$ cat src/rtl/ccs_pkg.sv
// shared types, constants and the arctangent table of the collision cone heading selector
// no dependencies; every other file of the block imports it
package ccs_pkg;

   localparam int MAX_CONTACTS  = 16;
   localparam int SLOT_IDX_W    = (MAX_CONTACTS > 1) ? $clog2(MAX_CONTACTS) : 1;
   localparam int CORDIC_STEPS  = 20;
   localparam int CORDIC_IDX_W  = $clog2(CORDIC_STEPS);
   localparam int ANG_W         = 36;
   localparam longint ANG_DEG   = 6553600;
   localparam logic signed [ANG_W-1:0] ANG_2   = ANG_W'(2 * ANG_DEG);
   localparam logic signed [ANG_W-1:0] ANG_90  = ANG_W'(90 * ANG_DEG);
   localparam logic signed [ANG_W-1:0] ANG_180 = ANG_W'(180 * ANG_DEG);
   localparam logic signed [ANG_W-1:0] ANG_360 = ANG_W'(360 * ANG_DEG);
   localparam logic [15:0] HEADING_MOD = 16'd36000;

   localparam logic [1:0] CMD_NAV     = 2'd0;
   localparam logic [1:0] CMD_CONTACT = 2'd1;
   localparam logic [1:0] CMD_COMPUTE = 2'd2;
   localparam logic [1:0] CMD_SPARE   = 2'd3;

   localparam logic [1:0] REG_SAFETY_RADIUS = 2'd0;
   localparam logic [1:0] REG_ACTIVATION    = 2'd1;
   localparam logic [1:0] REG_DES_HEADING   = 2'd2;
   localparam logic [1:0] REG_DES_SPEED     = 2'd3;

   typedef struct packed {
      logic [1:0]         cmd;
      logic [3:0]         slot;
      logic signed [31:0] pos_x;
      logic signed [31:0] pos_y;
      logic [15:0]        nav_hdg;
   } req_type;

   typedef struct packed {
      logic        collision_detected;
      logic [15:0] avoidance_heading;
      logic [15:0] avoidance_speed;
      logic [31:0] near_range;
   } rsp_type;

   typedef struct packed {
      logic [23:0] safety_radius;
      logic [23:0] activation_distance;
      logic [15:0] desired_heading;
      logic [15:0] desired_speed;
   } cfg_type;

   typedef struct packed {
      logic signed [31:0] own_x;
      logic signed [31:0] own_y;
      logic [15:0]        own_heading;
   } own_type;

   typedef struct packed {
      logic               valid;
      logic signed [31:0] x;
      logic signed [31:0] y;
   } contact_type;

   // atan(2^-i) in 1/65536 centi-degree
   function automatic logic signed [ANG_W-1:0] atan_entry(input logic [CORDIC_IDX_W-1:0] idx);
      logic signed [ANG_W-1:0] v;
      case (idx)
         5'd0:  v = 36'sd294912000;
         5'd1:  v = 36'sd174096719;
         5'd2:  v = 36'sd91987925;
         5'd3:  v = 36'sd46694507;
         5'd4:  v = 36'sd23437865;
         5'd5:  v = 36'sd11730358;
         5'd6:  v = 36'sd5866610;
         5'd7:  v = 36'sd2933484;
         5'd8:  v = 36'sd1466764;
         5'd9:  v = 36'sd733385;
         5'd10: v = 36'sd366693;
         5'd11: v = 36'sd183346;
         5'd12: v = 36'sd91673;
         5'd13: v = 36'sd45837;
         5'd14: v = 36'sd22918;
         5'd15: v = 36'sd11459;
         5'd16: v = 36'sd5730;
         5'd17: v = 36'sd2865;
         5'd18: v = 36'sd1432;
         5'd19: v = 36'sd716;
         default: v = '0;
      endcase
      return v;
   endfunction

endpackage

$ cat src/rtl/ccs_front.sv
// front end: takes requests, keeps own state and the contact table, queues compute requests
// depends on ccs_pkg
module ccs_front (
   input  logic                               clock,
   input  logic                               reset,
   input  logic                               req_valid,
   input  ccs_pkg::req_type                   req_data,
   output logic                               req_stall,
   input  logic                               q_empty,
   input  logic                               back_busy,
   output logic                               q_push,
   output ccs_pkg::own_type                   q_push_data,
   input  logic [ccs_pkg::SLOT_IDX_W-1:0]     rd_idx,
   output ccs_pkg::contact_type               rd_contact
);
   import ccs_pkg::*;

   own_type                 own_ff, own_in;
   logic [MAX_CONTACTS-1:0] valid_ff, valid_in;
   logic signed [31:0]      cx_ff [MAX_CONTACTS];
   logic signed [31:0]      cy_ff [MAX_CONTACTS];
   logic                    accept;
   logic                    slot_ok;
   logic [SLOT_IDX_W-1:0]   widx;

   // one compute in flight at a time, so the table is stable while the back end reads it
   assign req_stall = !q_empty || back_busy;
   assign accept    = req_valid && !req_stall;
   assign slot_ok   = 32'(req_data.slot) < MAX_CONTACTS;
   assign widx      = SLOT_IDX_W'(req_data.slot);

   assign q_push      = accept && (req_data.cmd == CMD_COMPUTE);
   assign q_push_data = own_ff;

   always_comb begin
      own_in   = own_ff;
      valid_in = valid_ff;
      if (accept && req_data.cmd == CMD_NAV) begin
         own_in.own_x       = req_data.pos_x;
         own_in.own_y       = req_data.pos_y;
         own_in.own_heading = req_data.nav_hdg;
      end
      if (accept && req_data.cmd == CMD_CONTACT && slot_ok) begin
         valid_in[widx] = 1'b1;
      end
   end

   always_ff @(posedge clock) begin
      if (reset) begin
         own_ff   <= '0;
         valid_ff <= '0;
      end else begin
         own_ff   <= own_in;
         valid_ff <= valid_in;
      end
   end

   always_ff @(posedge clock) begin
      if (accept && req_data.cmd == CMD_CONTACT && slot_ok) begin
         cx_ff[widx] <= req_data.pos_x;
         cy_ff[widx] <= req_data.pos_y;
      end
   end

   assign rd_contact.valid = valid_ff[rd_idx];
   assign rd_contact.x     = cx_ff[rd_idx];
   assign rd_contact.y     = cy_ff[rd_idx];

endmodule

$ cat config.mk
export PLATFORM = sky130hd
export DESIGN_NAME = ccs_front
export DESIGN_NICKNAME = d
export VERILOG_FILES = /design/src/rtl/ccs_pkg.sv /design/src/rtl/ccs_front.sv
export SDC_FILE = /design/constraint.sdc
export NUM_CORES = 1
export LEC_CHECK = 0
export BUFFER_PORTS_ARGS = -buffer_cell sky130_fd_sc_hd__buf_2
export CORE_MARGIN = 2
export CORE_UTILIZATION = 35
export CTS_CLUSTER_SIZE = 30
export DETAILED_ROUTE_END_ITERATION = 8
export GPL_TIMING_DRIVEN = 0
export RECOVER_POWER = 25
export SYNTH_ARGS = -nofsm -noshare
export SYNTH_HDL_FRONTEND = slang
export SYNTH_SLANG_ARGS = --single-unit
$ cat constraint.sdc
create_clock -name clock -period 10.3 [get_ports clock]
set_input_delay 1.03 -clock clock [delete_from_list [all_inputs] [get_ports clock]]
set_output_delay 1.03 -clock clock [all_outputs]
set_load 0.01 [all_outputs]
# Yosys cells after proc, flatten, opt, wreduce, memory -nomap -nowiden
# Memory sizes are Yosys's and may differ from the RTL's.
# Cells that the tools add are included.
classes:
  n_eq_ne: 2
  n_reduce_logical: 9
  bitwise: 1
  order_cmp: 3
  n_mux: 6
ops:
  columns: ["cell", "count"]
  rows:
  - ["bitwise OR 16 bit", 1]
  - ["less-than comparator 4 x 5 -> 1 bit, second input constant", 2]
  - ["logical AND 1 bit", 5]
  - ["binary-select mux 1 bit (select 4 bit)", 1]
  - ["demux 1 bit (select 4 bit)", 1]
  - [">= comparator 4 x 1 -> 1 bit, second input constant", 1]
  - ["two-way mux 1 bit", 4]
  - ["equality test 2 x 1 -> 1 bit, second input constant", 1]
  - ["equality test 2 bit, second input constant", 1]
  - ["logical NOT 1 bit", 2]
  - ["logical NOT 2 bit", 1]
  - ["logical OR 1 bit", 1]
word_totals:
  memories: 2
  reg_bits: 96
  ram_bits: 1024
  in_bits: 95
  elab_cells: 27
mem_list:
  columns: ["memory", "depth", "width", "read_ports", "rd_clocked_by_memory_dff", "wr", "line", "source"]
  rows:
  - ["cx_ff", 16, 32, 1, 0, 1, "ccs_front.sv:20", "logic signed [31:0] cx_ff [MAX_CONTACTS];"]
  - ["cy_ff", 16, 32, 1, 0, 1, "ccs_front.sv:21", "logic signed [31:0] cy_ff [MAX_CONTACTS];"]

# Longest topological paths before layout
# Gate-level depths: netlist of the first run.
depth:
  word_depth: 7
  mapped_depth: 6
  mapped_depth_nobuf: 3

# Worst setup path after synthesis of the first run
# OpenSTA, ideal clock, no wires.
synth_timing:
  kind: "input port to flip-flop"
  startpoint: "in req_data[85] (netlist name)"
  endpoint: "mem cx_ff[0][0], enable pin"
  t_arrival_ps: 7902
  setup_time_ps: 644
  required_time_ps: 9656
  slack_ps: 1754
  stages: 5
  n_path_buf: 2
  cell_sequence: "buf_2 > and4bb_2 > nand3b_1 > clkbuf_1 > nor4_1"
synth_between:
  elab_chain_len: 4
synth_lines:
  columns: ["element", "line", "source"]
  rows:
  - ["start, declared", "ccs_front.sv:7", "input ccs_pkg::req_type req_data,"]
  - ["equality test 2 x 1 -> 1 bit", "ccs_front.sv:59", "if (accept && req_data.cmd == CMD_CONTACT && slot_ok) begin"]
  - ["logical AND 1 bit", "ccs_front.sv:59", null]
  - ["two-way mux 1 bit", "ccs_front.sv:59", null]
  - ["two-way mux 1 bit (not written as such)", "ccs_front.sv:60", "cx_ff[widx] <= req_data.pos_x;"]
  - ["end, declared", "ccs_front.sv:20", null]
# No other way between the ends.

==> qor.yml, run 1 <==
outcome:
  status: "completed"
floorplanning:
  rows: 127
  ioPinCount: 242
  core_area_um2: 120000
  die-area_um2: 123000
  die_h_um: 351
  fp.dieW_um: 351
  start_util: 0.352
route:
  drtPass1Iterations: 7
  routedWlPerCell_um: 27.1
  vias: 22400
  drc: 0
  antenna_left: 0
  wirelength_mm: 114
  viasPerCell: 5.33
  drtIter0Drc: 2673
synth:
  synth_area_leaders: "edfxtp_1, mux4_2, dfxtp_1"
  synth_compound_area_frac: 0.0451
  synth.mux.area_fraction: 0.139
  ys_seq_elements: 1120
  yosys_warnings: 0
  synth_top_family_by_area: "multiplexers"
  ys_seq_area_frac: 0.776
  syn-instance-count: 2031
  avgSynthCellArea_um2: 20.7
  synthAdderAreaFrac: 0
  syn_area_um2: 42100
  synth-simple-area-share: 0.0214
  yosysTopAreaCell: "edfxtp_1"
  synth.distinct_cells: 33
  synth.net_count: 2126
  yosys.area.top_type_share: 0.730
  synth_xor_area_frac: 0
clocking:
  insertion_delay_ns: 0.67
  cts_hold_buf: 0
  cts_max_level: 3
  numCtsBuffers: 114
  clkTransAtPathRegs_ns: 0.06
  postCtsResizedCells: 0
  clock-sinks: 1120
  cts_setup_buffers: 0
  cts_root_buf: "clkbuf_16"
  cts_tree: "done"
  clockBufferDepth: 3
sta:
  slew_headroom: 0.135
  final.min_clock_period_ns: 4.62
  hold_viol: 0
  whs_ns: 0.470
  period_share: 0.448
  fmax_mhz: 217
  skew_ns: 0
  setup_viol_count_final: 0
  drv_slew: 0
  final.setup.worst_slack_ns: 5.68
  rsz0062_at_grt: "no"
  tightest_slew_ns: 1.30
setup_path:
  ff2ff_path_depth: 2
  endpoint_kind: "output port"
  timing.critical_path.mode_cell: "buf_2"
  timing.rr.end: "q_push_data[34]$_SDFFE_PP0P_"
  rrSetupSlack_ns: 9.42
  crit_path_start_kind: "input pin"
  cp.arrival_ns: 3.59
  crit_path_top_delay_cell: "clkbuf_1"
  crit_required_ns: 9.27
  crit_path_cell_trace: "buf_2 > buf_4 > clkbuf_1 > mux4_2 > a22oi_1 > nand2_1 > buf_2"
  critPathMaxStageDelay_ns: 0.67
  crit_fanout: 10
  startpoint: "rd_idx[1]"
  crit_type: "in2out"
  cp-endpoint: "rd_contact[64]"
  r2r_start: "q_push_data[34]$_SDFFE_PP0P_"
final_layout:
  fin_cells: 4196
  nNetsFinal: 2574
  most-common-layout-cells: "edfxtp_1, mux4_2, buf_2"
  final_common_cell: "edfxtp_1"
  fin_util: 0.421
  drive_gt1_frac: 0.307
  synthToLayoutAreaGrowth_pct: 19.6
power_and_ir_drop:
  leakagePower_nw: 16.2
  peakVddDrop_v: 0.000126
  p_per_area_nw_per_um2: 190
global_route:
  grt_overflow: 0
  grt_max_degree: 24
  antenna_found_initial: 15
  grt_pass1_vias: 23300
  grt_pass1_wl_mm: 162
  track_usage: 0.182
min_path:
  hp-class: "reg2reg"
  min_from: "valid_ff[10]$_SDFFE_PP0P_"
placement:
  portBuffers: 235
  dp_worst_setup_slack_ns: 5.56
  dpl.hpwl_mm: 76.0
  placed_cells: 3975
  gp_congestion: 0.748
job:
  drv_cap: 0
==> cell type report <==
cell class                 count  area (um2)
timing repair buffer         332        2380
inverter                      17        63.8
fill                       10300       69300
buffer                       138         707
clock buffer                 141        3050
multi-input combinational    756        8750
clock inverter                76         706
tap                         1612        2020
sequential                  1120       32700
antenna                        4        10.0
==> synth_stat cells (all sizes together) <==
cell type / instances
a21oi: 80
and4bb: 1
or3: 1
dfxtp: 96
nor2: 11
buf: 55
nor4bb: 1
nand4: 2
clkbuf: 83
nand4bb: 1
inv: 17
a22oi: 130
nand2: 69
nand3: 82
nand4b: 2
edfxtp: 1024
o22ai: 8
nor3: 6
nand3b: 1
nand2b: 5
nor2b: 4
o21ai: 80
and2: 1
nor4: 2
mux4: 260
o32ai: 8
or2: 1
==> worst min path at each step <==
stage                           endpoint  slack (ns)  cells after the start
6_report       valid_ff[10]$_SDFFE_PP0P_        0.47                      2
5_1_grt        valid_ff[10]$_SDFFE_PP0P_        0.48                      2
4_1_cts         valid_ff[4]$_SDFFE_PP0P_        0.47                      2
3_5_place_dp    valid_ff[4]$_SDFFE_PP0P_        0.46                      2
3_3_place_gp    valid_ff[8]$_SDFFE_PP0P_        0.45                      2
2_1_floorplan  valid_ff[11]$_SDFFE_PP0P_        0.43                      2
==> where the power goes <==
group | internal (W) | total, W | switching, W
logic | 0.000163 | 0.000465 | 0.000302
registers | 0.00497 | 0.00497 | 0.00000452
clock network | 0.00238 | 0.00413 | 0.00174
total | 0.00752 | 0.00957 | 0.00205
==> registers in the layout (all words and copies together) (netlist names) <==
name / flops
cx_ff: 512
cy_ff: 512
q_push_data: 80
valid_ff: 16
==> critical path, delay by kind of cell <==
kind,cells,cell delay (ns)
and+or+nand+nor,1,0.26
AOI/OAI and AO/OA,1,0.25
muxes,1,0.42
buffers and inverters,4,1.60
==> kinds of logic (layout without fill, tap and decap cells) <==
group	count (synthesis)	count (layout)
flops	1120	1120
buf+inv	155	704
other cells	0	4
mux	260	260
compound gates	306	306
simple gates	190	190
==> stage by stage <==
step | total power [W] | cell area (um2) | TNS (ns)
CTS | 0.00964 | 50400 | 0
detailed placement | 0.00554 | 46600 | 0
global route | 0.00983 | 50400 | 0
floorplan | 0.00531 | 42100 | 0
finish | 0.00957 | 50400 | 0
global placement | 0.00553 | 45300 | -1676.04
==> per-layer routing <==
metal  global-route usage  share of wire  vias up
li1                     -              -     9398
met1                0.239           0.40    11900
met5                    0        0.00085        -
met2                0.309           0.50      866
met4               0.0486          0.021       18
met3               0.0377          0.078      174
(Power assumes the default switching activity.)
==> run 2, diff against run 1 <==
ABC_AREA = 1   (was default)
clock period = 4.6 ns   (was 10.3 ns; I/O delays follow)
==> qor.yml, run 2 <==
outcome:
  status: "completed"
power_and_ir_drop:
  leakagePower_nw: 23.7  # +47%
  p_per_area_nw_per_um2: 393  # +110%
  peakVddDrop_v: 0.000294  # +130%
final_layout:
  drive_gt1_frac: 0.118  # -0.189
  fin_util: 0.413  # -0.00770
  final_common_cell: "nand2_1"
  synthToLayoutAreaGrowth_pct: 17.4
  nNetsFinal: 5130  # +99%
  most-common-layout-cells: "nand2_1, edfxtp_1, inv_1"
job:
  drv_cap: 0  # unchanged
synth:
  yosysMostFrequentCell: "nand2_1"
  synthFlopType: "edfxtp_1"
  yosysTopAreaCell: "edfxtp_1"
  synth.net_count: 4718  # +120%
  synth.distinct_cells: 23  # -30%
  yosys_warnings: 0  # unchanged
  synthArstFlopShare: 0  # unchanged
  ys_seq_elements: 1120  # unchanged
  synth_edf_count: 1024  # unchanged
  syn_area_um2: 47600  # +13%
  yosys.area.top_type_share: 0.646  # -0.0849
  avgSynthCellArea_um2: 10.3  # -50%
  ys_seq_area_frac: 0.686  # -0.0902
  synth_area_leaders: "edfxtp_1, nand2_1, nand3_1"
  syn-instance-count: 4623  # +130%
  yosys-top-cells-count: "nand2_1, edfxtp_1, inv_1"
sta:
  final.min_clock_period_ns: 3.25
  slew_headroom: 0.0714  # -0.0635
  fmax_mhz: 307
  period_share: 0.707
  setup_viol_count_final: 0  # unchanged
  whs_ns: 0.105  # -0.365 ns
  drv_slew: 0  # unchanged
  rsz0062_at_grt: "no"
  tightest_slew_ns: 1.39  # +0.0953 ns
  hold_viol: 0  # unchanged
  skew_ns: 0  # unchanged
route:
  antenna_left: 0  # unchanged
  drtPass1Iterations: 8  # +1
  routedWlPerCell_um: 20.9  # -23%
  vias: 33600  # +50%
  viasPerCell: 4.85  # -9.0%
  wirelength_mm: 144  # +27%
  drc: 0  # unchanged
  drtIter0Drc: 3678  # +38%
global_route:
  grt_max_degree: 49  # +100%
  grt_pass1_vias: 31300  # +34%
  grt_pass1_wl_mm: 207  # +28%
  grt_overflow: 0  # unchanged
  track_usage: 0.203  # +0.0204
  antenna_found_initial: 17  # +2
floorplanning:
  ioPinCount: 242  # unchanged
  die_h_um: 373  # +6.3%
  fp.dieW_um: 373  # +6.3%
  core_area_um2: 135000  # +13%
  die-area_um2: 139000  # +13%
  start_util: 0.352  # about the same
  rows: 135  # +6.3%
setup_path:
  cp.arrival_ns: 2.79  # -0.80 ns
  crit_type: "in2out"
  endpoint_kind: "output port"
  crit_path_start_kind: "input pin"
  crit_fanout: 10  # unchanged
  crit_required_ns: 4.14  # -5.13 ns
clocking:
  cts_root_buf: "clkbuf_16"
  postCtsResizedCells: 0  # unchanged
  insertion_delay_ns: 0.73  # +0.06 ns
  cts_tree: "done"
  clockBufferDepth: 3  # unchanged
  cts_max_level: 3  # unchanged
  numCtsBuffers: 118  # +3.5%
  clock-sinks: 1120  # unchanged
  clkTransAtPathRegs_ns: 0.06  # about the same
placement:
  gp_congestion: 0.818  # +9.3%
  portBuffers: 237  # +0.85%
  dpl.hpwl_mm: 95.5  # +26%
min_path:
  hp-class: "in2reg"
-- run 2: cell types whose count changed in the layout (fill, tap and decap cells not counted), sizes merged, moves of 27 or more --
cell	delta
a22oi	-130
mux4	-260
a21oi	-64
buf	+91
nor2	+184
nand3	+705
inv	+781
nand2	+1308
clkbuf	-27
-- run 2: logic make-up after synthesis --
group,synth area share
AND/OR/NAND/NOR,0.207
flip-flops,0.686
buffers and inverters,0.0966
AO/OA/AOI/OAI,0.0102
-- run 2: final timing paths --
path | start | end | slack [ns] | cells past startpoint
worst max register to register | q_push_data[0]$_SDFFE_PP0P_ | q_push_data[0]$_SDFFE_PP0P_ | 3.57 | 2
worst max-delay path | rd_idx[3] | rd_contact[49] | 1.35 | 7
worst min register to register | valid_ff[10]$_SDFFE_PP0P_ | valid_ff[10]$_SDFFE_PP0P_ | 0.46 | 2
worst min-delay path | reset | valid_ff[10]$_SDFFE_PP0P_ | 0.11 | 2
-- run 2: area by class of cell --
cell class                      instances  area, um2
Fill cell                           12700      79400
Multi-Input combinational cell       2458      10400
Antenna cell                            4       10.0
Buffer                                242       1580
Inverter                              803       3030
Timing Repair Buffer                  292       2140
Sequential cell                      1120      32700
Clock inverter                         61        475
Clock buffer                          157       3320
Tap cell                             1781       2230
-- run 2: layer usage --
metal	track usage	share of wire	vias up
met5	0	0.00040	-
met4	0.0697	0.029	10
met3	0.0368	0.082	225
met2	0.337	0.48	1343
met1	0.267	0.41	16200
li1	-	-	15800
-- run 2: through the flow --
step / TNS [ns] / std cells / instance area (um2) / setup WS [ns] / power (W)
floorplan: 0 / 4623 / 47600 / 0.342 / 0.0121
global placement: -1871.34 / 6641 / 51100 / -2.97 / 0.0128
detailed placement: 0 / 6680 / 52000 / 1.41 / 0.0128
CTS: 0 / 6914 / 55900 / 1.41 / 0.0221
global route: 0 / 6915 / 55900 / 1.38 / 0.0227
finish: 0 / 6918 / 55900 / 1.35 / 0.0220
-- run 2: repair_timing --
item                      4_1_cts  5_1_grt
hold endpoints to repair       16        0
hold buffers                   16        0
buffers inserted                0        0
-- run 2: power breakdown --
group	switching [W]	internal, W	total, W
Clock	0.00399	0.00538	0.00937
Sequential	0.0000141	0.0111	0.0111
Combinational	0.00108	0.000402	0.00148
Total	0.00508	0.0169	0.0220
-- run 2: critical path, cell delays in order --
cell,delay (ns)
buf_2,0.12
inv_1,0.06
clkbuf_1,0.88
clkbuf_1,0.60
nand3_1,0.32
nand2_1,0.19
buf_2,0.15
