File: config.mk
export PLATFORM = sky130hd
export DESIGN_NAME = ccs_queue
export DESIGN_NICKNAME = d
export VERILOG_FILES = /design/src/rtl/ccs_pkg.sv /design/src/rtl/ccs_queue.sv
export SDC_FILE = /design/constraint.sdc
export NUM_CORES = 1
export LEC_CHECK = 0
export ABC_AREA = 1
export BUFFER_PORTS_ARGS = -buffer_cell sky130_fd_sc_hd__buf_2
export CORE_MARGIN = 3
export CORE_UTILIZATION = 59
export CTS_BUF_LIST = sky130_fd_sc_hd__clkbuf_8
export CTS_CLUSTER_SIZE = 28
export DETAILED_ROUTE_END_ITERATION = 8
export PLACE_DENSITY = 0.87
export SYNTH_ARGS = -nofsm -noshare
export SYNTH_HDL_FRONTEND = slang
export SYNTH_SLANG_ARGS = --single-unit
File: constraint.sdc
create_clock -name clock -period 12.97 [get_ports clock]
set_clock_uncertainty 0.1 [all_clocks]
set_input_delay 0 -clock clock [delete_from_list [all_inputs] [get_ports clock]]
set_output_delay 0 -clock clock [all_outputs]
set_load 0.02 [all_outputs]
File: src/rtl/ccs_pkg.sv
// shared types, constants and the arctangent table of the collision cone heading selector
// no dependencies; every other file of the block imports it
package ccs_pkg;

   localparam int MAX_CONTACTS  = 16;
   localparam int SLOT_IDX_W    = (MAX_CONTACTS > 1) ? $clog2(MAX_CONTACTS) : 1;
   localparam int CORDIC_STEPS  = 20;
   localparam int CORDIC_IDX_W  = $clog2(CORDIC_STEPS);
   localparam int ANG_W         = 36;
   localparam longint ANG_DEG   = 6553600;
   localparam logic signed [ANG_W-1:0] ANG_2   = ANG_W'(2 * ANG_DEG);
   localparam logic signed [ANG_W-1:0] ANG_90  = ANG_W'(90 * ANG_DEG);
   localparam logic signed [ANG_W-1:0] ANG_180 = ANG_W'(180 * ANG_DEG);
   localparam logic signed [ANG_W-1:0] ANG_360 = ANG_W'(360 * ANG_DEG);
   localparam logic [15:0] HEADING_MOD = 16'd36000;

   localparam logic [1:0] CMD_NAV     = 2'd0;
   localparam logic [1:0] CMD_CONTACT = 2'd1;
   localparam logic [1:0] CMD_COMPUTE = 2'd2;
   localparam logic [1:0] CMD_SPARE   = 2'd3;

   localparam logic [1:0] REG_SAFETY_RADIUS = 2'd0;
   localparam logic [1:0] REG_ACTIVATION    = 2'd1;
   localparam logic [1:0] REG_DES_HEADING   = 2'd2;
   localparam logic [1:0] REG_DES_SPEED     = 2'd3;

   typedef struct packed {
      logic [1:0]         cmd;
      logic [3:0]         slot;
      logic signed [31:0] pos_x;
      logic signed [31:0] pos_y;
      logic [15:0]        nav_hdg;
   } req_type;

   typedef struct packed {
      logic        collision_detected;
      logic [15:0] avoidance_heading;
      logic [15:0] avoidance_speed;
      logic [31:0] near_range;
   } rsp_type;

   typedef struct packed {
      logic [23:0] safety_radius;
      logic [23:0] activation_distance;
      logic [15:0] desired_heading;
      logic [15:0] desired_speed;
   } cfg_type;

   typedef struct packed {
      logic signed [31:0] own_x;
      logic signed [31:0] own_y;
      logic [15:0]        own_heading;
   } own_type;

   typedef struct packed {
      logic               valid;
      logic signed [31:0] x;
      logic signed [31:0] y;
   } contact_type;

   // atan(2^-i) in 1/65536 centi-degree
   function automatic logic signed [ANG_W-1:0] atan_entry(input logic [CORDIC_IDX_W-1:0] idx);
      logic signed [ANG_W-1:0] v;
      case (idx)
         5'd0:  v = 36'sd294912000;
         5'd1:  v = 36'sd174096719;
         5'd2:  v = 36'sd91987925;
         5'd3:  v = 36'sd46694507;
         5'd4:  v = 36'sd23437865;
         5'd5:  v = 36'sd11730358;
         5'd6:  v = 36'sd5866610;
         5'd7:  v = 36'sd2933484;
         5'd8:  v = 36'sd1466764;
         5'd9:  v = 36'sd733385;
         5'd10: v = 36'sd366693;
         5'd11: v = 36'sd183346;
         5'd12: v = 36'sd91673;
         5'd13: v = 36'sd45837;
         5'd14: v = 36'sd22918;
         5'd15: v = 36'sd11459;
         5'd16: v = 36'sd5730;
         5'd17: v = 36'sd2865;
         5'd18: v = 36'sd1432;
         5'd19: v = 36'sd716;
         default: v = '0;
      endcase
      return v;
   endfunction

endpackage

File: src/rtl/ccs_queue.sv
// two-entry queue of compute requests with their own-state snapshot
// depends on ccs_pkg
module ccs_queue (
   input  logic              clock,
   input  logic              reset,
   input  logic              push,
   input  ccs_pkg::own_type  push_data,
   input  logic              pop,
   output logic              empty,
   output ccs_pkg::own_type  pop_data
);
   import ccs_pkg::*;

   own_type     mem_ff [2];
   logic        wr_ptr_ff, wr_ptr_in;
   logic        rd_ptr_ff, rd_ptr_in;
   logic [1:0]  count_ff, count_in;
   logic        do_push, do_pop;

   assign empty    = (count_ff == 2'd0);
   assign do_push  = push && (count_ff != 2'd2);
   assign do_pop   = pop && !empty;
   assign pop_data = mem_ff[rd_ptr_ff];

   always_comb begin
      wr_ptr_in = do_push ? !wr_ptr_ff : wr_ptr_ff;
      rd_ptr_in = do_pop ? !rd_ptr_ff : rd_ptr_ff;
      count_in  = count_ff + 2'(do_push) - 2'(do_pop);
   end

   always_ff @(posedge clock) begin
      if (reset) begin
         wr_ptr_ff <= 1'b0;
         rd_ptr_ff <= 1'b0;
         count_ff  <= 2'd0;
      end else begin
         wr_ptr_ff <= wr_ptr_in;
         rd_ptr_ff <= rd_ptr_in;
         count_ff  <= count_in;
      end
   end

   always_ff @(posedge clock) begin
      if (do_push) begin
         mem_ff[wr_ptr_ff] <= push_data;
      end
   end

endmodule

Word-level counts from Yosys, hierarchy flattened
Memories as Yosys holds them, arrays and structs flattened. A register that Yosys moved wholly into a read port is not among the register bits.
Cells that the tools add are included.
{ "word_totals": {"ff_bits": 4, "ramBits": 160, "input_bits": 84, "out_inout_bits": 81, "wordCells": 17, "n_memories": 1} }
{ "mem_list": {"columns": ["memory", "words", "width", "read_ports", "rd_clocked_by_memory_dff", "wr", "line", "text"], "rows": [
  ["mem_ff", 2, 80, 1, 1, 1, "ccs_queue.sv:14", "own_type mem_ff [2];"]
]} }
{ "classes": {"add_sub_neg": 2, "eq_ne": 1, "muxes": 4, "reduce_logical": 6} }
{ "ops": {"columns": ["cell", "count"], "rows": [
  ["1-bit two-way mux", 4],
  ["1-bit zero test", 3],
  ["2-bit by 1-bit adder with 2-bit output", 1],
  ["1-bit logical AND", 2],
  ["2-bit zero test", 1],
  ["2-bit != test, second input constant", 1],
  ["2-bit by 1-bit subtractor with 2-bit output", 1]
]} }

Logic depth before layout (Yosys ltp)
Gate-level depths: netlist of the first run.
{ "depth": {"word_depth": 5, "depth_mapped": 11, "mapped_depth_nobuf": 11} }

Worst setup path after synthesis of the first run
Ideal clock, no wire load.
{ "synth_timing": {"path_kind": "register to register", "startpoint": "reg count_ff[0]", "endpoint": "mem mem_ff[0][0] (netlist name), enable pin", "setup_ns": 0.519, "arrival_ns": 3.876, "required_time_ns": 12.351, "setup_slack_ns": 8.476, "stages_incl_launch_ff": 5, "path_buffers": 0, "synth_period_minus_slack_ns": 4.494, "path_cell_list": "dfxtp_1 -> inv_1 -> nand2_1 -> nand2_1 -> nor2_1"} }
{ "synth_between": {"elab_chain_cells": 4} }
{ "synth_rtl": {"columns": ["item", "line", "text"], "rows": [
  ["from (decl)", "ccs_queue.sv:17", "logic [1:0] count_ff, count_in;"],
  ["from (signal assigned)", "ccs_queue.sv:39", "count_ff <= count_in;"],
  ["2-bit != test", "ccs_queue.sv:21", "assign do_push = push && (count_ff != 2'd2);"],
  ["1-bit logical AND", "ccs_queue.sv:21", null],
  ["1-bit two-way mux", "ccs_queue.sv:44", "if (do_push) begin"],
  ["1-bit two-way mux (implied by the code)", "ccs_queue.sv:45", "mem_ff[wr_ptr_ff] <= push_data;"],
  ["to (decl)", "ccs_queue.sv:14", null]
]} }
Every way passes these cells.

Worst setup path in the final report of the first run
{ "layout_timing": {"startpoint": "reg count_ff[0]", "endpoint": "mem mem_ff[0][66] (netlist name), enable pin"} }
The elaborated chain is that of the path after synthesis.

==> impl_metrics.ini, run 1 <==
[timing]
rsz0062_at_grt = no
maxSlewViolCount = 0
tightest_slew_ps = 1170
worst_slew_margin_rel = 0.219
finalCriticalPeriod_ps = 2710
fin_tns_setup_ps = 0
min_period_over_period = 0.209
hold_viol_final = 0
setup_violations = 0
fmax_mhz = 369

[min_path]
hold_path_end = mem_ff[0][74]$_DFFE_PP_
whs_path_depth = 2
worstHoldPathType = input pin to flop
min-delay-start = push_data[74]

[critical_path]
cp-start-kind = flop
r2r-start = count_ff[0]$_SDFF_PP0_
cp-end-kind = flop
r2r.worst_path.cells = 5
critPathMaxFanout = 41
criticalPathCategory = flop to flop
required_ps = 12930
r2r-end = mem_ff[0][66]$_DFFE_PP_
r2r_slack_ps = 10260
cp.arrival_ps = 2670

[drt]
ant_nets = 0
viasPerCell = 5.12
drt_pre_antenna_iters = 5
drc = 0
drtIter0Drc = 172
wl_per_cell_um = 18.5
vias = 3558
totalWireLength_um = 12800

[yosys]
synth_area_leaders = edfxtp_1, mux2_4, buf_12
ys.flop_type = edfxtp_1
synth_edf_count = 160
synth.most_common_cell = edfxtp_1
synthCells = 286
synth_seq_cells = 165
synth_top_area_frac = 0.748
async_flop_share = 0
yosys.area.top_type = edfxtp_1
avgSynthCellArea_um2 = 22.5
ys_top_cells_by_count = edfxtp_1, mux2_4, nor2_1
synth-seq-area-share = 0.764
netlist_area_um2 = 6420
yosysWarnings = 0
synthDistinctLibCells = 11
syn_nets = 372

[power]
pwr-share-seq = 0.461
switchingPower_uw = 470
power_density_nw_per_um2 = 181
p_leak_nw = 3.43
p_sw_frac = 0.304
ir_drop_uv = 111
intPower_mw = 1.08
comb_power_share = 0.294
p_clk_frac = 0.245

[placed_design]
place.gp.congestion = 0.703
dp_cells = 580
dp_hpwl_um = 7240
portBuffers = 164

[cts]
post_cts_buffers = 0
clk_path_buf_depth = 2
cts_root_buf = clkbuf_8
numCtsBuffers = 17
clock-sinks = 165
clk_latency_ps = 430
clk_pin_slew_ps = 90
cts_tree = done
h-tree-depth = 4

[floorplan]
io_pins = 165
start_util = 0.614
rows = 37
fp.dieArea_um2 = 12200
die_x_um = 110
die_y_um = 110
core_region_area_um2 = 10500

[finish]
area_growth_pct = 32.7
fin_cells = 695
final_net_count = 632
drive_gt1_frac = 0.504
nFillCells = 531
n_antenna_cell = 0

[grt]
grt_pass1_vias = 3706
grtUsageTotal = 0.217
grt_max_degree = 55
antenna_found_initial = 0
grt-ovfl-total = 0
grt_pass1_wl_um = 19000

[job]
maxCapViolations = 0

[run_status]
status = finished clean
worst max-delay path, cell delays in order (launching register included):
cell     delay [ps]
dfxtp_1         370
inv_1            80
nand2_1         110
nand2_1         130
nor2_4          900
buf_4           620
metal layers:
layer / up-vias / share of wire / track usage
li1: 1629 / - / -
met4: 0 / 0.0092 / 0.0624
met1: 1768 / 0.38 / 0.258
met2: 149 / 0.56 / 0.389
met3: 12 / 0.058 / 0.0594
met5: - / 0 / 0
sequential cells by signal, indices dropped and copies added, names as in the netlist, named ones only:
register,count
count_ff,2
rd_ptr_ff,1
mem_ff,160
wr_ptr_ff,1
layout by cell type (no fill, tap or decap), types with 2 or more instances in the layout:
master	synthesis	routed
buf_2	0	164
edfxtp_1	160	160
dlygate4sd3_1	0	83
mux2_4	80	80
clkbuf_8	0	17
nor2_1	9	8
nand2_1	8	8
inv_1	8	7
clkinv_2	0	5
inv_6	0	4
dfxtp_1	5	4
nand3_1	3	3
bufinv_16	0	3
buf_4	0	3
a21oi_1	2	2
ha_1	2	2
clkinvlp_4	0	2
clkinv_4	0	2
power by group through the flow:
stage | sequential [mW] | clock [mW] | combinational [mW]
floorplan | 0.708 | 0 | 0.351
global placement | 0.716 | 0 | 0.421
detailed placement | 0.722 | 0 | 0.432
CTS | 0.711 | 0.382 | 0.453
global route | 0.719 | 0.410 | 0.485
finish | 0.712 | 0.379 | 0.454
worst max-delay path by stage:
stage / cells past startpoint / startpoint / slack, ps / endpoint
after global routing: 5 / count_ff[0]$_SDFF_PP0_ / 10000 / mem_ff[0][66]$_DFFE_PP_
after global placement: 5 / count_ff[0]$_SDFF_PP0_ / 10410 / mem_ff[0][28]$_DFFE_PP_
final: 5 / count_ff[0]$_SDFF_PP0_ / 10260 / mem_ff[0][66]$_DFFE_PP_
after detailed placement: 5 / count_ff[0]$_SDFF_PP0_ / 10270 / mem_ff[0][28]$_DFFE_PP_
after floorplan: 4 / count_ff[0]$_SDFF_PP0_ / 8480 / mem_ff[0][0]$_DFFE_PP_
after CTS: 5 / count_ff[0]$_SDFF_PP0_ / 10240 / mem_ff[0][59]$_DFFE_PP_
through the flow:
| step | util | power, mW | setup WS [ps] | area, um^2 | hold WS [ps] |
|---|---|---|---|---|---|
| global route | 0.814 | 1.61 | 10000 | 8520 | 160 |
| CTS | 0.814 | 1.55 | 10240 | 8520 | 142 |
| detailed placement | 0.695 | 1.15 | 10270 | 7280 | 73.7 |
| global placement | 0.695 | 1.14 | 10410 | 7280 | 82.0 |
| floorplan | - | 1.06 | 8480 | 6420 | -28.8 |
| finish | 0.814 | 1.55 | 10260 | 8520 | 191 |
timing repair:
item / 4_1_cts / 5_1_grt
hold endpoints to repair: 165 / 0
resized for setup: 0 / 0
hold buffers: 83 / 0
kinds of logic (layout without fill, tap and decap cells):
| family | count (synthesis) | count (layout) | share of synthesized area |
|---|---|---|---|
| multiplexers | 80 | 80 | 0.187 |
| flip-flops | 165 | 165 | 0.764 |
| buffers and inverters | 17 | 290 | 0.0314 |
| adder cells (fa/ha/maj) | 2 | 2 | 0.00390 |
| AO/OA/AOI/OAI | 2 | 2 | 0.00156 |
| AND/OR/NAND/NOR | 20 | 20 | 0.0123 |
area by class of cell:
type / instances / area (um^2) / area share
repair buffers: 250 / 1670 / 0.197
inverters: 8 / 31.3 / 0.00367
flip-flops and latches: 165 / 4910 / 0.576
multi-input cells: 104 / 1320 / 0.155
clock buffers: 17 / 234 / 0.0275
well taps: 136 / 170 / 0.0200
clock inverters: 15 / 178 / 0.0209
Note: power is estimated with default switching activity, not from simulation.
==> run 2, diff against run 1 <==
Settings changed: ABC_AREA 1 to 0, CORE_UTILIZATION 59 to 49, PLACE_DENSITY 0.87 to 0.77.
Clock period 12.97 ns to 2.23 ns, I/O delays scaled along.
==> run 2 against run 1 <==
Net effect: sequential power rose to 5.7 times the previous value; first-iteration DRC count grew 30%; register-to-register slack lost 9900 ps; synthesized area is 0.16% lower; critical path depth shrank 2; clock power grew to 5.4 times the previous value; setup slack got worse by 10000 ps; cell count increased by 4.2%; clock-buffer cell count stayed put; power grew to 5.8 times the previous value; largest power group unchanged; highest routed layer unchanged.
==> impl_metrics.ini, run 2 <==
[yosys]
synthXorXnorAreaFrac = 0.00410
syn_nets = 360
muxShareOfSynthArea = 0.189
yosys.area.top_type = edfxtp_1
synth_top_family_by_area = multiplexers
avgSynthCellArea_um2 = 23.4
synth-simple-area-share = 0.00566
synth_area_leaders = edfxtp_1, mux2_4, buf_12
yosys.area_share.adder = 0.00390
synth_top_area_frac = 0.749
yosysWarnings = 0
ys.flop_type = edfxtp_1
synth_compound_area_frac = 0.00371
synthCells = 274
synth-seq-area-share = 0.765
ys_top_cells_by_count = edfxtp_1, mux2_4, buf_12, nor2_1, dfxtp_1
synth_seq_cells = 165
synth.most_common_cell = edfxtp_1
async_flop_share = 0
synthDistinctLibCells = 15
synth_edf_count = 160
netlist_area_um2 = 6410

[drt]
drt_pre_antenna_iters = 6
drtIter0Drc = 224
ant_nets = 0
viasPerCell = 4.72
drc = 0
vias = 3420
wl_per_cell_um = 16.6
totalWireLength_um = 12000

[timing]
final.setup.worst_slack_ps = 307
hold_slack_ps = 177
fmax_mhz = 520
hold_viol_final = 0
finalCriticalPeriod_ps = 1920
min_period_over_period = 0.862
setup_violations = 0
maxSlewViolCount = 0
worst_slew_margin_rel = 0.685
tightest_slew_ps = 471
rsz0062_at_grt = no

[finish]
final_cell_area_um2 = 8640
top_register = mem_ff
n_antenna_cell = 0
drive_gt1_frac = 0.511
largest_reg_flops = 160
layout_commonest_cell = buf_2
final_cell_mix = buf_2, edfxtp_1, dlygate4sd3_1, mux2_4, clkbuf_8
top_regs = mem_ff (160), count_ff (2)
nFillCells = 861
final_net_count = 626
area_growth_pct = 34.8

[critical_path]
critPathSlowestCell = dfxtp_4
critPathMaxFanout = 18
cp-end-kind = primary output
worst-path-buf-inv = 2
required_ps = 2130
cp-start-kind = flop
crit_chain = buf_4 -> mux2_4 -> buf_2
critPathMaxStageDelay_ps = 600
cpLargestDelayFamily = flip-flops
cp.arrival_ps = 1820
criticalPathCategory = flop to primary output

[cts]
cts_tree = done
clock-sinks = 165
clk_latency_ps = 430
clk_pin_slew_ps = 80
h-tree-depth = 4
ctsResizeCount = 0
numCtsBuffers = 17
clk_path_buf_depth = 2
cts_root_buf = clkbuf_8

[placed_design]
dp_slack_ps = 377
place.gp.congestion = 0.652
dpl_cell_area_um2 = 7420
portBuffers = 164
dp_hpwl_um = 7390

[min_path]
worstHoldPathType = input pin to flop

[floorplan]
io_pins = 165
start_util = 0.504
core_region_area_um2 = 12700
rows = 41
die_y_um = 120
fp.dieArea_um2 = 14500
die_x_um = 120

[job]
maxCapViolations = 0

[power]
p_leak_nw = 3.43
ir_drop_uv = 614
power.total_mw = 8.90
power_density_nw_per_um2 = 1030

[grt]
grt-ovfl-total = 0
grt_pass1_wl_um = 18800
grt_max_degree = 48
grtUsageTotal = 0.171
antenna_found_initial = 0
grt_pass1_vias = 3730

[run_status]
status = finished clean
-- run 2: repair_timing --
item                      in CTS  in global routing
setup buffers                  0                  0
hold buffers                  84                  0
hold endpoints to repair     176                  0
-- run 2: cell families (layout without fill, tap and decap cells) --
kind of cell / after synthesis / in the layout
compound gates: 2 / 2
xor+xnor: 3 / 3
fa+ha+maj: 2 / 2
buf+inv: 12 / 290
flops: 165 / 165
mux: 81 / 81
simple gates: 9 / 9
-- run 2: stage by stage --
stage	utilization	std cells	setup TNS, ps
detailed placement	0.583	609	0
global route	0.679	724	0
finish	0.679	724	0
floorplan	-	274	-136350
CTS	0.679	724	0
global placement	0.583	609	0
-- run 2: power by group --
part / internal, mW / leakage, nW / switching (mW) / total [mW]
clock network: 1.07 / 0.201 / 0.980 / 2.05
registers: 3.89 / 1.54 / 0.184 / 4.08
logic: 1.33 / 1.69 / 1.45 / 2.77
total: 6.29 / 3.43 / 2.61 / 8.90
-- run 2: final cells by class --
cell class,instances,area [um^2],share of cell area
well taps,172,215,0.0249
flip-flops and latches,165,4910,0.568
inverters,3,11.3,0.00130
multi-input cells,97,1340,0.155
clock inverters,14,149,0.0172
repair buffers,256,1780,0.206
clock buffers,17,234,0.0271
-- run 2: per-layer routing --
layer | global-route usage | vias up | share of wire
met5 | 0 | - | 0
met4 | 0.0765 | 0 | 0.024
met3 | 0.0482 | 24 | 0.050
met2 | 0.299 | 120 | 0.54
met1 | 0.195 | 1671 | 0.38
li1 | - | 1605 | -
-- run 2: worst register-to-register path: cells and delay by family, from the launching register on --
family,cells,cell delay (ps)
xor gates and xnor gates,2,360
buffers and inverters,2,130
AOI/OAI and AO/OA,1,250
and+or+nand+nor,1,50
DFF,1,420
adders and majority gates,2,450
-- run 2: final timing paths --
check | depth (start not counted) | startpoint | slack (ps) | to
worst max-delay path | 3 | flop | 310 | pop_data[4]
worst min-delay path | 2 | push_data[67] | 180 | mem_ff[0][67]$_DFFE_PP_
worst max register to register | 8 | count_ff[1]$_SDFF_PP0_ | 360 | count_ff[1]$_SDFF_PP0_
worst min register to register | 2 | rd_ptr_ff$_SDFFE_PP0P_ | 450 | rd_ptr_ff$_SDFFE_PP0P_
==> run 3, diff against run 2 <==
Settings changed: BUFFER_PORTS_ARGS -buffer_cell sky130_fd_sc_hd__buf_2 to unset, CELL_PAD_IN_SITES_DETAIL_PLACEMENT set to 0, CELL_PAD_IN_SITES_GLOBAL_PLACEMENT set to 1, CORE_UTILIZATION 49 to 50, DONT_BUFFER_PORTS set to 1, PLACE_DENSITY 0.77 to 0.76.
==> run 3 against run 2 <==
Net effect: clock-buffer cell count is 1 higher; cell count down 23%; fmax grew 2.1%; non-clock buffer count shrank 166; power down 4.1%; critical path depth is 1 lower; sequential share of layout area increased by 6.0 points; wire length fell by 12%; setup slack better by 39 ps; die area fell by 1.9%; cell area down 9.5%; clock power up 4%; critical endpoint is now pop_data[12]; largest cell class unchanged; highest routed layer unchanged.
==> impl_metrics.ini, run 3 (synthesized netlist as in run 2, its figures left out) <==
[cts]
numCtsBuffers = 17
clock-sinks = 165
clk_pin_slew_ps = 90
clk_path_buf_depth = 2
cts_tree = done
cts_root_buf = clkbuf_8
post_cts_buffers = 0
h-tree-depth = 4
clk_latency_ps = 440

[run_status]
status = finished clean

[finish]
nFillCells = 820
fin_cells = 555
layout_commonest_cell = edfxtp_1
top_register = mem_ff
top_regs = mem_ff (160), count_ff (2)
area_growth_pct = 21.9
final_cell_mix = edfxtp_1, dlygate4sd3_1, mux2_4, clkbuf_8
largest_reg_flops = 160
n_antenna_cell = 0
final_net_count = 460
drive_gt1_frac = 0.310
final_cell_area_um2 = 7820

[floorplan]
die_y_um = 119
io_pins = 165
fp.dieArea_um2 = 14200
die_x_um = 119
start_util = 0.523
core_region_area_um2 = 12300
rows = 40

[critical_path]
criticalPathCategory = flop to primary output
r2r.worst_path.cells = 8
cp-start-kind = flop
r2r_slack_ps = 420
cp.arrival_ps = 1780
crit_chain = buf_12 -> mux2_4
r2r-start = count_ff[1]$_SDFF_PP0_
required_ps = 2130
critPathMaxStageDelay_ps = 560
critPathSlowestCell = dfxtp_4
cp-end-kind = primary output
critPathMaxFanout = 45
r2r-end = count_ff[1]$_SDFF_PP0_

[drt]
ant_nets = 0
drtIter0Drc = 198
drc = 0
viasPerCell = 5.01
totalWireLength_um = 10500
drt_pre_antenna_iters = 4
vias = 2782
wl_per_cell_um = 19.0

[job]
maxCapViolations = 0

[grt]
grtUsageTotal = 0.154
grt-ovfl-total = 0
grt_pass1_wl_um = 16100
grt_pass1_vias = 2986
grt_max_degree = 63
antenna_found_initial = 0

[placed_design]
portBuffers = 0
dp_hpwl_um = 6550
dp_cells = 439
place.gp.congestion = 0.675
dpl_cell_area_um2 = 6560

[timing]
setup_violations = 0
finalCriticalPeriod_ps = 1880
worst_slew_margin_rel = 0.729
hold_viol_final = 0
rsz0062_at_grt = no
maxSlewViolCount = 0
min_period_over_period = 0.845
fmax_mhz = 531
tightest_slew_ps = 405

[min_path]
worstHoldPathType = input pin to flop
hold_path_end = mem_ff[1][47]$_DFFE_PP_
whs_path_depth = 1
min-delay-start = push_data[47]

[power]
p_leak_nw = 2.77
power_density_nw_per_um2 = 1090
ir_drop_uv = 801
## run 3: cell type report
cell class	count	area [um^2]	area share
Timing Repair Buffer	90	936	0.120
Sequential cell	165	4910	0.628
Inverter	3	11.3	0.00144
Clock inverter	14	164	0.0210
Tap cell	168	210	0.0269
Clock buffer	18	248	0.0317
Multi-Input combinational cell	97	1340	0.171
## run 3: how the worst max path moves through the flow
stage	endpoint	slack, ps	depth (start not counted)	from
2_1_floorplan	mem_ff[0][0]$_DFFE_PP_	-850	2	count_ff[0]$_SDFF_PP0_
6_report	pop_data[12]	350	2	flop
3_5_place_dp	count_ff[1]$_SDFF_PP0_	420	8	count_ff[1]$_SDFF_PP0_
4_1_cts	pop_data[43]	300	2	flop
5_1_grt	pop_data[12]	250	2	flop
3_3_place_gp	count_ff[1]$_SDFF_PP0_	520	8	count_ff[1]$_SDFF_PP0_
## run 3: what timing repair did
action | 4_1_cts | 5_1_grt
hold endpoints to repair | 222 | 0
hold buffers | 84 | 0
resized for setup | 0 | 0
## run 3: report_power, final
part	switching (mW)	total, mW	internal, mW
Combinational	1.33	2.34	1.01
Clock	1.02	2.14	1.13
Sequential	0.171	4.06	3.89
Total	2.52	8.54	6.02
## run 3: worst max-delay path: cells and delay by family (launching register included)
kind | cells | cell delay (ps)
flops | 1 | 560
mux | 1 | 380
buf+inv | 1 | 360
## run 3: stage by stage
step	util	TNS, ps	hold WS (ps)	power, mW	setup WS, ps
after floorplan	-	-136350	-28.4	6.18	-852
after global placement	0.535	0	-32.8	6.32	524
after detailed placement	0.535	0	-24.3	6.36	416
after CTS	0.637	0	64.7	8.65	297
after global routing	0.637	0	72.1	8.90	248
final	0.637	0	106	8.54	346
## run 3: routing by layer
metal / vias to the layer above / global-route usage / part of all wire
met3: 21 / 0.0764 / 0.088
met5: - / 0 / 0
met4: 0 / 0.0681 / 0.019
met1: 1384 / 0.151 / 0.35
li1: 1269 / - / -
met2: 108 / 0.271 / 0.54
